--- config.mk ---
export PLATFORM = sky130hd
export DESIGN_NAME = moisture_pump_controller
export DESIGN_NICKNAME = d
export VERILOG_FILES = /design/src/sv/mpc_pkg.sv /design/src/sv/moisture_pump_controller.sv
export SDC_FILE = /design/constraint.sdc
export NUM_CORES = 1
export LEC_CHECK = 0
export BUFFER_PORTS_ARGS = -buffer_cell sky130_fd_sc_hd__buf_2
export CAP_MARGIN = 20
export CORE_MARGIN = 2
export CORE_UTILIZATION = 50
export CTS_CLUSTER_DIAMETER = 120
export DETAILED_ROUTE_END_ITERATION = 16
export HOLD_SLACK_MARGIN = 0.1
export PLACE_DENSITY = 0.72
export SLEW_MARGIN = 40
export SYNTH_ARGS = -nofsm -noshare
export SYNTH_HDL_FRONTEND = slang
export SYNTH_SLANG_ARGS = --single-unit
--- constraint.sdc ---
create_clock -name clk -period 7 [get_ports clk]
set_input_delay 1.05 -clock clk [delete_from_list [all_inputs] [get_ports clk]]
set_output_delay 1.05 -clock clk [all_outputs]
set_load 0.01 [all_outputs]
--- src/sv/mpc_pkg.sv ---
// Shared types and constants for the moisture pump controller.
// No dependencies; used by the top level and its checker.
`default_nettype none

package mpc_pkg;

    // Fixed field widths
    localparam int LEVEL_BITS   = 10;
    localparam int TIMEOUT_BITS = 24;
    localparam int RETRY_BITS   = 4;
    localparam int MODE_BITS    = 2;
    localparam int CMD_BITS     = 2;
    localparam int APB_ADDR_BITS = 4;
    localparam int APB_DATA_BITS = 32;

    // Default parameter values
    localparam int SAMPLE_BITS_DEF = 10;
    localparam int TIME_BITS_DEF   = 32;

    // Register reset values
    localparam logic [LEVEL_BITS-1:0]   TARGET_RESET  = 10'd600;
    localparam logic [LEVEL_BITS-1:0]   DRY_RESET     = 10'd950;
    localparam logic [TIMEOUT_BITS-1:0] TIMEOUT_RESET = 24'd5000;
    localparam logic [RETRY_BITS-1:0]   LIMIT_RESET   = 4'd3;
    localparam logic [RETRY_BITS-1:0]   RETRY_MAX     = 4'd15;

    // Register indexes (paddr[3:2])
    localparam logic [1:0] REG_TARGET  = 2'd0;
    localparam logic [1:0] REG_DRY     = 2'd1;
    localparam logic [1:0] REG_TIMEOUT = 2'd2;
    localparam logic [1:0] REG_LIMIT   = 2'd3;

    // Command codes
    localparam logic [CMD_BITS-1:0] CMD_NONE  = 2'd0;
    localparam logic [CMD_BITS-1:0] CMD_FORCE = 2'd1;
    localparam logic [CMD_BITS-1:0] CMD_STOP  = 2'd2;

    // Mode codes as seen on the result word
    localparam logic [MODE_BITS-1:0] MODE_IDLE      = 2'd0;
    localparam logic [MODE_BITS-1:0] MODE_FEEDING   = 2'd1;
    localparam logic [MODE_BITS-1:0] MODE_FINISHING = 2'd2;
    localparam logic [MODE_BITS-1:0] MODE_FORCED    = 2'd3;

    // Controller state, one-hot
    typedef enum logic [3:0] {
        ST_IDLE   = 4'b0001,
        ST_FEED   = 4'b0010,
        ST_FINISH = 4'b0100,
        ST_FORCED = 4'b1000
    } state_t;

    // Map a state to its mode code
    function automatic logic [MODE_BITS-1:0] state_to_mode(input state_t st);
        logic [MODE_BITS-1:0] m;
        begin
            unique case (st)
                ST_IDLE:   m = MODE_IDLE;
                ST_FEED:   m = MODE_FEEDING;
                ST_FINISH: m = MODE_FINISHING;
                ST_FORCED: m = MODE_FORCED;
                default:   m = MODE_IDLE;
            endcase
            return m;
        end
    endfunction

endpackage

`default_nettype wire

--- src/sv/moisture_pump_controller.sv ---
// Moisture pump controller: one polling pass per input word, APB register file.
// Depends on mpc_pkg.
//
//  channel  | direction | handshake          | payload
//  ---------+-----------+--------------------+--------------------------------------
//  in       | to block  | in_valid/in_ready  | sample, now_ms, cmd
//  out      | from block| out_valid/out_ready| pump_on, mode, retries_used,
//           |           |                    | timeout_seen, cmd_refused
//  apb      | to block  | psel/penable       | paddr, pwdata, prdata
//
// One word per cycle: a pass is computed from the input ports and the state
// registers in the accept cycle and lands in the output register in the next cycle.
// The output register frees when taken, so a new word is accepted in the same
// cycle that the previous result leaves; a stalled output blocks input.
// Reset clears state, registers to defaults and the output valid flag.
`default_nettype none

module moisture_pump_controller #(
    parameter int SAMPLE_BITS = mpc_pkg::SAMPLE_BITS_DEF,
    parameter int TIME_BITS   = mpc_pkg::TIME_BITS_DEF
) (
    input  wire logic                              clk,
    input  wire logic                              rst_n,
    // input channel
    input  wire logic                              in_valid,
    output logic                                   in_ready,
    input  wire logic [SAMPLE_BITS-1:0]            sample,
    input  wire logic [TIME_BITS-1:0]              now_ms,
    input  wire logic [mpc_pkg::CMD_BITS-1:0]      cmd,
    // output channel
    output logic                                   out_valid,
    input  wire logic                              out_ready,
    output logic                                   pump_on,
    output logic [mpc_pkg::MODE_BITS-1:0]          mode,
    output logic [mpc_pkg::RETRY_BITS-1:0]         retries_used,
    output logic                                   timeout_seen,
    output logic                                   cmd_refused,
    // configuration port
    input  wire logic                              psel,
    input  wire logic                              penable,
    input  wire logic                              pwrite,
    input  wire logic [mpc_pkg::APB_ADDR_BITS-1:0] paddr,
    input  wire logic [mpc_pkg::APB_DATA_BITS-1:0] pwdata,
    output logic [mpc_pkg::APB_DATA_BITS-1:0]      prdata,
    output logic                                   pready
);

    import mpc_pkg::*;

    localparam int CMP_W  = (SAMPLE_BITS > LEVEL_BITS) ? SAMPLE_BITS : LEVEL_BITS;
    localparam int TCMP_W = (TIME_BITS > TIMEOUT_BITS) ? TIME_BITS : TIMEOUT_BITS;

    // Configuration registers
    logic [LEVEL_BITS-1:0]   target_reg;
    logic [LEVEL_BITS-1:0]   dry_reg;
    logic [TIMEOUT_BITS-1:0] timeout_reg;
    logic [RETRY_BITS-1:0]   limit_reg;

    // Controller state
    state_t                  state_reg, state_next, state_eff;
    logic [TIME_BITS-1:0]    start_reg, start_next, start_eff;
    logic [RETRY_BITS-1:0]   retry_reg, retry_next;
    logic                    error_reg, error_next;
    logic                    pump_reg, pump_next, pump_eff;

    // Output register
    logic                    out_valid_reg;
    logic                    pump_on_reg;
    logic [MODE_BITS-1:0]    mode_reg;
    logic [RETRY_BITS-1:0]   retries_reg;
    logic                    timeout_seen_reg, timeout_seen_next;
    logic                    refused_reg, refused_next;

    logic                    in_fire;
    logic                    apb_write;
    logic [CMP_W-1:0]        sample_x, target_x, dry_x;
    logic [TIME_BITS-1:0]    elapsed;
    logic                    expired;

    // Handshake: accept whenever the output register is free or draining
    assign in_ready  = !out_valid_reg || out_ready;
    assign in_fire   = in_valid && in_ready;
    assign apb_write = psel && penable && pwrite;
    assign pready    = 1'b1;

    // Register writes
    always_ff @(posedge clk or negedge rst_n)
    begin
        if (!rst_n)
        begin
            target_reg  <= TARGET_RESET;
            dry_reg     <= DRY_RESET;
            timeout_reg <= TIMEOUT_RESET;
            limit_reg   <= LIMIT_RESET;
        end
        else if (apb_write)
        begin
            unique case (paddr[3:2])
                REG_TARGET:  target_reg  <= pwdata[LEVEL_BITS-1:0];
                REG_DRY:     dry_reg     <= pwdata[LEVEL_BITS-1:0];
                REG_TIMEOUT: timeout_reg <= pwdata[TIMEOUT_BITS-1:0];
                REG_LIMIT:   limit_reg   <= pwdata[RETRY_BITS-1:0];
                default:     ;
            endcase
        end
    end

    // Register readback
    always_comb
    begin
        unique case (paddr[3:2])
            REG_TARGET:  prdata = APB_DATA_BITS'(target_reg);
            REG_DRY:     prdata = APB_DATA_BITS'(dry_reg);
            REG_TIMEOUT: prdata = APB_DATA_BITS'(timeout_reg);
            REG_LIMIT:   prdata = APB_DATA_BITS'(limit_reg);
            default:     prdata = '0;
        endcase
    end

    // Apply the command ahead of the state machine
    always_comb
    begin
        state_eff    = state_reg;
        start_eff    = start_reg;
        pump_eff     = pump_reg;
        refused_next = 1'b0;
        if (cmd == CMD_FORCE)
        begin
            if (state_reg == ST_IDLE)
            begin
                state_eff = ST_FORCED;
                start_eff = now_ms;
                pump_eff  = 1'b1;
            end
            else
            begin
                refused_next = 1'b1;
            end
        end
        else if (cmd == CMD_STOP)
        begin
            state_eff = ST_FINISH;
        end
    end

    // Wrap-safe run time and level compares
    assign elapsed  = now_ms - start_eff;
    assign expired  = TCMP_W'(elapsed) > TCMP_W'(timeout_reg);
    assign sample_x = CMP_W'(sample);
    assign target_x = CMP_W'(target_reg);
    assign dry_x    = CMP_W'(dry_reg);

    // One pass of the state machine
    always_comb
    begin
        state_next        = state_eff;
        start_next        = start_eff;
        pump_next         = pump_eff;
        retry_next        = retry_reg;
        error_next        = error_reg;
        timeout_seen_next = 1'b0;
        unique case (state_eff)
            ST_IDLE:
            begin
                if (sample_x > dry_x && retry_reg < limit_reg)
                begin
                    pump_next  = 1'b1;
                    state_next = ST_FEED;
                    start_next = now_ms;
                end
                if (sample_x < target_x && retry_reg >= limit_reg)
                begin
                    retry_next = '0;
                    error_next = 1'b0;
                end
            end
            ST_FEED:
            begin
                if (sample_x < target_x || expired)
                begin
                    pump_next  = 1'b0;
                    state_next = ST_FINISH;
                end
                if (expired)
                begin
                    error_next = 1'b1;
                end
            end
            ST_FORCED:
            begin
                if (expired)
                begin
                    pump_next  = 1'b0;
                    state_next = ST_FINISH;
                    error_next = 1'b0;
                    retry_next = '0;
                end
            end
            ST_FINISH:
            begin
                // count a timeout retry, saturating; a clean run clears the count
                if (error_reg)
                begin
                    if (retry_reg != RETRY_MAX)
                    begin
                        retry_next = retry_reg + 4'd1;
                    end
                    timeout_seen_next = 1'b1;
                    error_next        = 1'b0;
                end
                else
                begin
                    retry_next = '0;
                end
                pump_next  = 1'b0;
                state_next = ST_IDLE;
            end
            default:
            begin
                pump_next  = 1'b0;
                state_next = ST_IDLE;
            end
        endcase
    end

    // Advance state on each accepted word
    always_ff @(posedge clk or negedge rst_n)
    begin
        if (!rst_n)
        begin
            state_reg <= ST_IDLE;
            start_reg <= '0;
            retry_reg <= '0;
            error_reg <= 1'b0;
            pump_reg  <= 1'b0;
        end
        else if (in_fire)
        begin
            state_reg <= state_next;
            start_reg <= start_next;
            retry_reg <= retry_next;
            error_reg <= error_next;
            pump_reg  <= pump_next;
        end
    end

    // Output valid: set on accept, drop when taken
    always_ff @(posedge clk or negedge rst_n)
    begin
        if (!rst_n)
        begin
            out_valid_reg <= 1'b0;
        end
        else if (in_fire)
        begin
            out_valid_reg <= 1'b1;
        end
        else if (out_ready)
        begin
            out_valid_reg <= 1'b0;
        end
    end

    // Output payload: hold until the next accepted word
    always_ff @(posedge clk)
    begin
        if (in_fire)
        begin
            pump_on_reg      <= pump_next;
            mode_reg         <= state_to_mode(state_next);
            retries_reg      <= retry_next;
            timeout_seen_reg <= timeout_seen_next;
            refused_reg      <= refused_next;
        end
    end

    assign out_valid    = out_valid_reg;
    assign pump_on      = pump_on_reg;
    assign mode         = mode_reg;
    assign retries_used = retries_reg;
    assign timeout_seen = timeout_seen_reg;
    assign cmd_refused  = refused_reg;

endmodule

`default_nettype wire

==> run summary, run 1 <==
Num CTS Buffers - 9
CTS clk-pin slew, worst paths - 0.07 ns
Fin. Hold Viols - 0
Max reg flops - 32
Global router's overall resource usage - 0.226
Seq/Total Area, Yosys - 0.327
DRC errors left - 0
Total global routing overflow - 0
Hold Crit Class - reg2reg
Status - finished clean
Post-Place Setup Slack - 0.429 ns
Nets@finish - 1,140
Synth area leaders - dfrtp_1, ha_1, mux2_2, dfstp_2, o21ai_0
Crit Path Category - in2reg
Most frequent cells in the layout - buf_2, nand2_1, o21ai_0
Top cell type's share of synthesized area - 0.229
Max Clk Rate - 159 MHz
Power Density - 379 nW/um2
Synth area leader - dfrtp_1
Synth warn - 0
Most common cell after layout, fill and taps aside - buf_2
Cells after Synth - 876
Setup bufs post-CTS - 0
Latest clock arrival within the worst-skew pair - 0.36 ns
Via density - 5.55
Final Non-Filler Cells - 1,194
Tmin final - 6.28 ns
Worst path required time - 7.11 ns
Cell variety after synth - 75
Async S/R FF share, synth - 0.910
Worst-margin pin slew - 0.753 ns
Placed Cells - 1,178
LEAKAGE - 4.04 nW
Layout area overhead - 13.9%
Die ar. - 16,800 um2
WL final - 18.5 mm
Initial antenna violation count - 0
CP Capture Type - flop
RSZ-0062 raised after global routing - no
# hold bufs at CTS - 0
Port Buffers - 111
Largest family of logic cells by synthesized area - compound AO/OA/AOI/OAI gates
EDFF count, synth - 9
Max-slew violation count - 0
Simple-Gate Fraction of Synth Area - 0.168
Post-Synth Adder-Cell Area - 0.122
WP data arrival - 6.39 ns
Largest net degree at the start of global routing - 48
Dpl hpwl - 14.8 mm
Inserted Diodes - 0
VDD IR-drop max - 0.000180 V
Setup slack after layout - 0.716 ns
First-pass GRT wire length - 30.1 mm
Starting density of the core - 0.514
Detail Route Antenna Nets - 0
Critical path peak fanout - 9
Crit path launch type - input pin
Final setup viols - 0
Die Wd - 129 um
Routed vias - 6,631
Primary FF master, synth - dfrtp_1
Period utilization - 0.898
Iter 0 DRT Violations - 373
Standard-cell row count - 45
Yosys reg bits - 100
Io pins - 131
RePlAce Congestion - 0.905
Setup tns final - 0 ns
Die Ht - 129 um
Synth Area in Compound Gates - 0.183
Routed len/inst - 15.5 um
Clk buf depth - 2
Root Buffer - clkbuf_16
Post-cts resize count - 0
Slew headroom - 0.494
Skew final - 0.00919 ns
Share of cells above drive strength 1 - 0.234
Clk sinks - 100
CTS tree - done
Post-synthesis mux area share - 0.119
Core area - 15,300 um2
Pre-antenna DRT Iters - 5
Vias in the first global route - 6,260
Max-cap violation count - 0
XOR/XNOR Fraction of Synth Area - 0.0267
H-tree level count - 3
Mapped Area - 7870 um2
Syn Area/Cell - 8.98 um2
-- synthesized netlist by cell type (all sizes together), types with 7 or more instances --
master and number:
a211oi 8, a21o 18, a21oi 63, and2 19
buf 15, clkbuf 24, dfrtp 72, dfstp 19
edfxtp 9, ha 75, inv 63, mux2 46
mux2i 33, nand2 97, nand2b 11, nand3 16
nand4 14, nor2 37, nor2b 16, nor3 17
nor4 7, o211ai 10, o21a 9, o21ai 79
o21bai 7, xnor2 15, xor2 9
-- cells by family (layout without fill, tap and decap cells) --
group,after synthesis,in the layout
xor gates and xnor gates,24,24
DFF,100,100
and+or+nand+nor,259,259
AOI/OAI and AO/OA,229,229
adders and majority gates,77,77
muxes,83,83
buffers and inverters,102,202
other,2,9
-- per-stage QoR --
step                area [um2]  utilization  power, mW  hold WS [ns]
finish                    8960        0.585       3.39         0.497
floorplan                 7900            -       2.40         0.453
global route              8960        0.585       3.72         0.514
CTS                       8960        0.585       3.42         0.501
detailed placement        8660        0.565       2.89         0.481
global placement          8630        0.563       2.84         0.476
-- area by class of cell --
cell class	instances	area (um2)
Inverter	63	236
Clock buffer	9	225
Multi-Input combinational cell	681	4920
Fill cell	1451	6350
Clock inverter	7	76.3
Tap cell	211	264
Timing Repair Buffer	123	663
Sequential cell	100	2570
-- where the power goes --
group / switching, mW / internal [mW]
Sequential: 0.109 / 0.780
Clock: 0.231 / 0.280
Combinational: 1.11 / 0.882
Total: 1.45 / 1.94
-- worst max-delay path, cell delays in order --
cell and delay (ns):
buf_2 0.12, nor2b_1 0.29, nand2_1 0.13, o21ai_0 0.18, ha_1 0.31, inv_1 0.07, ha_1 0.26, nor4_1 0.52
a32oi_1 0.24, nand3_1 0.19, o21ai_0 0.16, a21o_1 0.21, a21oi_1 0.17, xnor2_1 0.10, ha_1 0.30, nand4_1 0.11
nor4_1 0.37, a211oi_1 0.14, o21ai_0 0.27, a211oi_1 0.13, o2111ai_1 0.18, nor4_4 0.08, buf_4 0.18, a211o_2 0.35
mux2_2 0.26
-- final timing paths --
path | startpoint | end | slack, ns | cells after the start
hold / removal | state_reg[0] | state_reg[0] | 0.50 | 2
max in group asynchronous | rst_n | start_reg[28] | 5.28 | 2
setup reg to reg | state_reg[1] | retries_used[2] | 0.76 | 23
min in group asynchronous | rst_n | target_reg[7] | 0.68 | 1
setup / recovery | cmd[0] | retries_used[0] | 0.72 | 25
hold reg to reg | state_reg[0] | state_reg[0] | 0.50 | 2
-- layer usage --
| layer | routed length, um | GRT usage | up-vias |
|---|---|---|---|
| met1 | 8130 | 0.280 | 3106 |
| li1 | - | - | 3348 |
| met4 | 347 | 0.0715 | 0 |
| met5 | 0 | 0 | - |
| met3 | 664 | 0.0367 | 26 |
| met2 | 9380 | 0.404 | 151 |
No activity file was read; power rests on OpenSTA's default activity.
==> run 2, diff against run 1 <==
PLACE_DENSITY = 0.81   (was 0.72)
==> run 2 against run 1 <==
Against the previous run: die area stayed put; sequential share of layout area hardly changed; worst hold slack lost 0.0044 ns; routed wire length up 2.3%; register-to-register slack got worse by 0.25 ns; count of clock-buffer cells in the layout is 1 higher; clock power fell by 2%; combinational power is essentially flat; utilization about the same; global-route usage is 1.0 points higher; clock skew shrank 0.00088 ns; fmax is 3.5% lower.
==> run summary, run 2 (synthesized netlist as in run 1, its figures left out) <==
Global router's overall resource usage - 0.236
Detail Route Antenna Nets - 0
Inserted Diodes - 0
# hold bufs at CTS - 0
Die ar. - 16,800 um2
GRT met1 Usage - 0.287
Layout Utilization - 0.585
Clk sinks - 100
Post-layout instance area - 8960 um2
M2 GR Usage - 0.425
Largest net degree at the start of global routing - 48
Global routing met3 resource utilization - 0.0467
Latest clock arrival within the worst-skew pair - 0.36 ns
Crit path launch type - input pin
Slew headroom - 0.478
Switching part of the total power - 0.429
Die Wd - 129 um
Clk buf depth - 2
Reg2Reg Launch Point - state_reg[0]
Pre-antenna DRT Iters - 5
GRT busiest layer - met2
Max Clk Rate - 154 MHz
First-pass GRT wire length - 31.7 mm
Status - finished clean
Root Buffer - clkbuf_16
Fin. Hold Viols - 0
Setup bufs post-CTS - 0
Nets@finish - 1,139
CTS clk-pin slew, worst paths - 0.07 ns
Starting density of the core - 0.514
Vias in the first global route - 6,680
WP data arrival - 6.72 ns
Worst-margin pin slew - 0.777 ns
Die Ht - 129 um
Initial antenna violation count - 0
Logic pwr share - 0.592
Dpl hpwl - 15.0 mm
Routed len/inst - 15.9 um
RePlAce Congestion - 0.953
Worst path most repeated cell - o21ai_0
Num CTS Buffers - 9
Share of cells above drive strength 1 - 0.232
Standard-cell row count - 45
Total global routing overflow - 0
LEAKAGE - 4.03 nW
Final setup viols - 0
Fill count - 1,410
Reg2Reg Setup Slack - 0.51 ns
Most frequent cells in the layout - buf_2, nand2_1, o21ai_0
Slowest-stage cell, CP - nor4_4
Largest stage delay on the critical path - 0.62 ns
Skew final - 0.00831 ns
Via density - 5.66
Reg power frac - 0.261
Hold Crit Class - reg2reg
Layout area overhead - 13.9%
Period utilization - 0.930
DRC errors left - 0
Clk pwr share - 0.147
Hold path depth - 2
Worst path required time - 7.21 ns
Core area - 15,300 um2
Port Buffers - 111
H-tree level count - 3
Most common cell after layout, fill and taps aside - buf_2
Setup tns final - 0 ns
Power Density - 380 nW/um2
Pint - 1.95 mW
Hold_sp - state_reg[0]
RSZ-0062 raised after global routing - no
Switching Power - 1.46 mW
Max-cap violation count - 0
Post-DP Area - 8670 um2
CP Capture Type - flop
Critical path peak fanout - 8
Io pins - 131
Max-slew violation count - 0
Hold Path End - state_reg[0]
CTS tree - done
Routed vias - 6,755
Crit Path Category - in2reg
WL final - 18.9 mm
Iter 0 DRT Violations - 408
Hold Slack - 0.493 ns
Tmin final - 6.51 ns
Reg2reg path depth - 24
VDD IR-drop max - 0.000194 V
Max reg flops - 32
Total power - 3.41 mW
Post-cts resize count - 0
Critical register-to-register path endpoint - retries_used[2]
run 2: cell count changes in the layout (fill, tap and decap cells not counted), sizes merged:
cell,delta
clkinv,-1
buf,-1
clkbuf,+1
run 2: critical path, delay by kind of cell:
family	cells	cell delay, ns
buffers and inverters	3	0.42
adder cells (fa/ha/maj)	3	0.82
AO/OA/AOI/OAI	14	2.54
XOR/XNOR	1	0.15
AND/OR/NAND/NOR	5	1.74
run 2: power by group through the flow:
stage                     logic [mW]  clock network (mW)  registers [mW]
after global placement          1.93                   0           0.888
after global routing            2.27               0.540           0.911
after detailed placement        1.99                   0           0.898
after CTS                       2.01               0.515           0.888
after floorplan                 1.54                   0           0.866
final                           2.02               0.501           0.889
run 2: how the worst max path moves through the flow:
stage	startpoint	endpoint	slack [ns]	cells after the start
2_1_floorplan	cmd[1]	pump_on	0.82	24
3_3_place_gp	cmd[0]	retries_used[3]	0.40	26
3_5_place_dp	cmd[0]	retries_used[2]	0.24	26
4_1_cts	cmd[0]	retries_used[2]	0.54	26
5_1_grt	cmd[0]	retries_used[2]	0.03	26
6_report	cmd[0]	retries_used[2]	0.49	26
run 2: metrics by stage:
step / instances / worst slack (ns)
global placement: 1175 / 0.402
global route: 1193 / 0.0331
CTS: 1193 / 0.538
finish: 1193 / 0.491
floorplan: 883 / 0.818
detailed placement: 1177 / 0.238
run 2: cell type report:
cell class                 count  area, um2  share of cell area
inverter                      63        236              0.0264
multi-input combinational    681       4930               0.550
clock buffer                  10        229              0.0255
tap                          211        264              0.0295
sequential                   100       2570               0.287
clock inverter                 6       63.8             0.00712
timing repair buffer         122        668              0.0745
run 2: metal layers:
metal,part of all wire,routed length (um)
met1,0.42,8020
met2,0.51,9580
met3,0.050,955
met4,0.020,383
met5,0,0
==> run 3, diff against run 2 <==
ABC_AREA = 1   (was not set)
==> run 3 against run 2 <==
Against the previous run: clock power increased by 3%; register-to-register slack improved by 1.2 ns; sequential share of layout area decreased by 0.91 points; combinational power decreased by 4%; critical endpoint is now mode[1]; power decreased by 3.4%; fmax increased by 18%; synthesized cell count increased by 31%; cell count increased by 22%; utilization decreased by 0.68 points; largest cell class unchanged; routed wire length increased by 7.3%; clock skew increased by 0.0038 ns.
==> run summary, run 3 <==
Largest net degree at the start of global routing - 65
Num CTS Buffers - 9
Slew headroom - 0.571
Clk sinks - 100
Crit path launch type - input pin
Core area - 16,000 um2
Tmin final - 5.50 ns
Async S/R FF share, synth - 0.910
First-pass GRT wire length - 34.2 mm
Worst path required time - 7.08 ns
Global router's overall resource usage - 0.239
Setup slack after layout - 1.50 ns
Top cell type's share of synthesized area - 0.219
Max Clk Rate - 182 MHz
Pre-antenna DRT Iters - 5
RePlAce Congestion - 0.956
Dpl hpwl - 15.7 mm
CTS clk-pin slew, worst paths - 0.06 ns
Starting density of the core - 0.514
Total power - 3.29 mW
CP Capture Type - flop
Hold Crit Class - reg2reg
Mapped Area - 8230 um2
Io pins - 131
Die Wd - 132 um
VDD IR-drop max - 0.000175 V
LEAKAGE - 4.72 nW
Top-count cell post-synth - nand2_1
Status - finished clean
Synth warn - 0
Layout area overhead - 12.5%
Reg2Reg Setup Slack - 1.75 ns
Synth area leaders - dfrtp_1, ha_1, nand2_1, o21ai_0, inv_1
Setup bufs post-CTS - 0
EDFF count, synth - 9
Seq/Total Area, Yosys - 0.313
Final setup viols - 0
Detail Route Antenna Nets - 0
Root Buffer - clkbuf_16
Synth area leader - dfrtp_1
Port Buffers - 111
Period utilization - 0.785
Routed len/inst - 13.9 um
Max-slew violation count - 0
Seq. cell area - 2570 um2
Vias in the first global route - 7,292
Most frequent cells in the layout - nand2_1, inv_1, o21ai_0
Die ar. - 17,500 um2
Total global routing overflow - 0
Worst-margin pin slew - 0.643 ns
Cells after Synth - 1,144
Fin. Hold Viols - 0
Initial antenna violation count - 3
Post-Place Setup Slack - 1.19 ns
H-tree level count - 3
Critical path peak fanout - 27
Share of cells above drive strength 1 - 0.171
Latest clock arrival within the worst-skew pair - 0.36 ns
Crit Path Category - in2reg
Most instantiated cells after synthesis - nand2_1, inv_1, o21ai_0
WP data arrival - 5.58 ns
Yosys reg bits - 100
Area of the multi-input gates - 4860 um2
CTS tree - done
RSZ-0062 raised after global routing - no
Max-cap violation count - 0
Post-cts resize count - 0
Standard-cell row count - 46
Setup tns final - 0 ns
Layout Utilization - 0.578
Iter 0 DRT Violations - 436
Skew final - 0.0121 ns
Most common cell after layout, fill and taps aside - nand2_1
Syn Area/Cell - 7.19 um2
Max reg flops - 32
Die Ht - 132 um
WL final - 20.3 mm
DRC errors left - 0
Clk buf depth - 2
# hold bufs at CTS - 0
Power Density - 356 nW/um2
Via density - 5.33
Primary FF master, synth - dfrtp_1
Fill count - 1,534
Routed vias - 7,788
Cell variety after synth - 54
Nets@finish - 1,399
run 3: changes by cell type after synthesis, sizes merged, moves of 38 or more:
| cell | delta |
|---|---|
| nor2 | +59 |
| a21oi | +38 |
| mux2 | -46 |
| inv | +103 |
| nand2 | +150 |
| o21ai | +84 |
run 3: critical path, stage by stage:
cell	delay (ns)
buf_2	0.11
nor2_2	0.16
nand3_4	0.31
buf_4	0.32
nand2_1	0.07
o21ai_0	0.11
ha_1	0.37
a21oi_1	0.22
inv_1	0.06
a31oi_1	0.25
o21ai_0	0.17
a21oi_1	0.15
nand2_1	0.14
xor2_1	0.27
ha_1	0.30
nand4_1	0.13
a31oi_1	0.05
a2111oi_0	0.42
nand2_1	0.11
nand2_1	0.12
nand4_1	0.15
nor2_4	0.20
nand4_1	0.18
nand2_1	0.13
a21oi_1	0.05
run 3: worst paths after layout:
kind | from | depth (start not counted) | endpoint
setup / recovery | cmd[1] | 25 | mode[1]
max in group asynchronous | rst_n | 2 | state_reg[0]
hold reg to reg | limit_reg[3] | 2 | limit_reg[3]
setup reg to reg | state_reg[0] | 25 | mode[1]
hold / removal | limit_reg[3] | 2 | limit_reg[3]
min in group asynchronous | rst_n | 1 | timeout_reg[15]
run 3: report_power, final:
group | internal (mW) | switching [mW] | leakage (nW)
Sequential | 0.761 | 0.0759 | 1.18
Combinational | 0.716 | 1.22 | 3.39
Clock | 0.278 | 0.238 | 0.147
Total | 1.75 | 1.54 | 4.72
run 3: cell families after synthesis:
logic type / Yosys count / share of synthesized area
compound gates: 312 / 0.209
xor+xnor: 22 / 0.0234
fa+ha+maj: 75 / 0.114
buf+inv: 210 / 0.101
flops: 100 / 0.313
other cells: 2 / 0.000913
simple gates: 423 / 0.239
run 3: cell type report:
type | instances | share of cell area
Antenna cell | 2 | 0.000541
Multi-Input combinational cell | 841 | 0.525
Tap cell | 216 | 0.0292
Inverter | 167 | 0.0680
Clock buffer | 12 | 0.0289
Clock inverter | 4 | 0.00392
Sequential cell | 100 | 0.278
Timing Repair Buffer | 118 | 0.0664
run 3: layer usage:
metal,routed length [um],up-vias,track usage
met2,9690,172,0.397
met3,1020,37,0.0465
met1,9080,3592,0.306
met5,13,-,0
li1,-,3985,-
met4,536,2,0.0950
run 3: per-stage QoR:
step	cells	hold WS, ns	instance area [um2]
detailed placement	1442	0.475	8930
global route	1458	0.506	9250
global placement	1442	0.466	8930
floorplan	1151	0.449	8250
finish	1460	0.490	9260
CTS	1458	0.494	9240
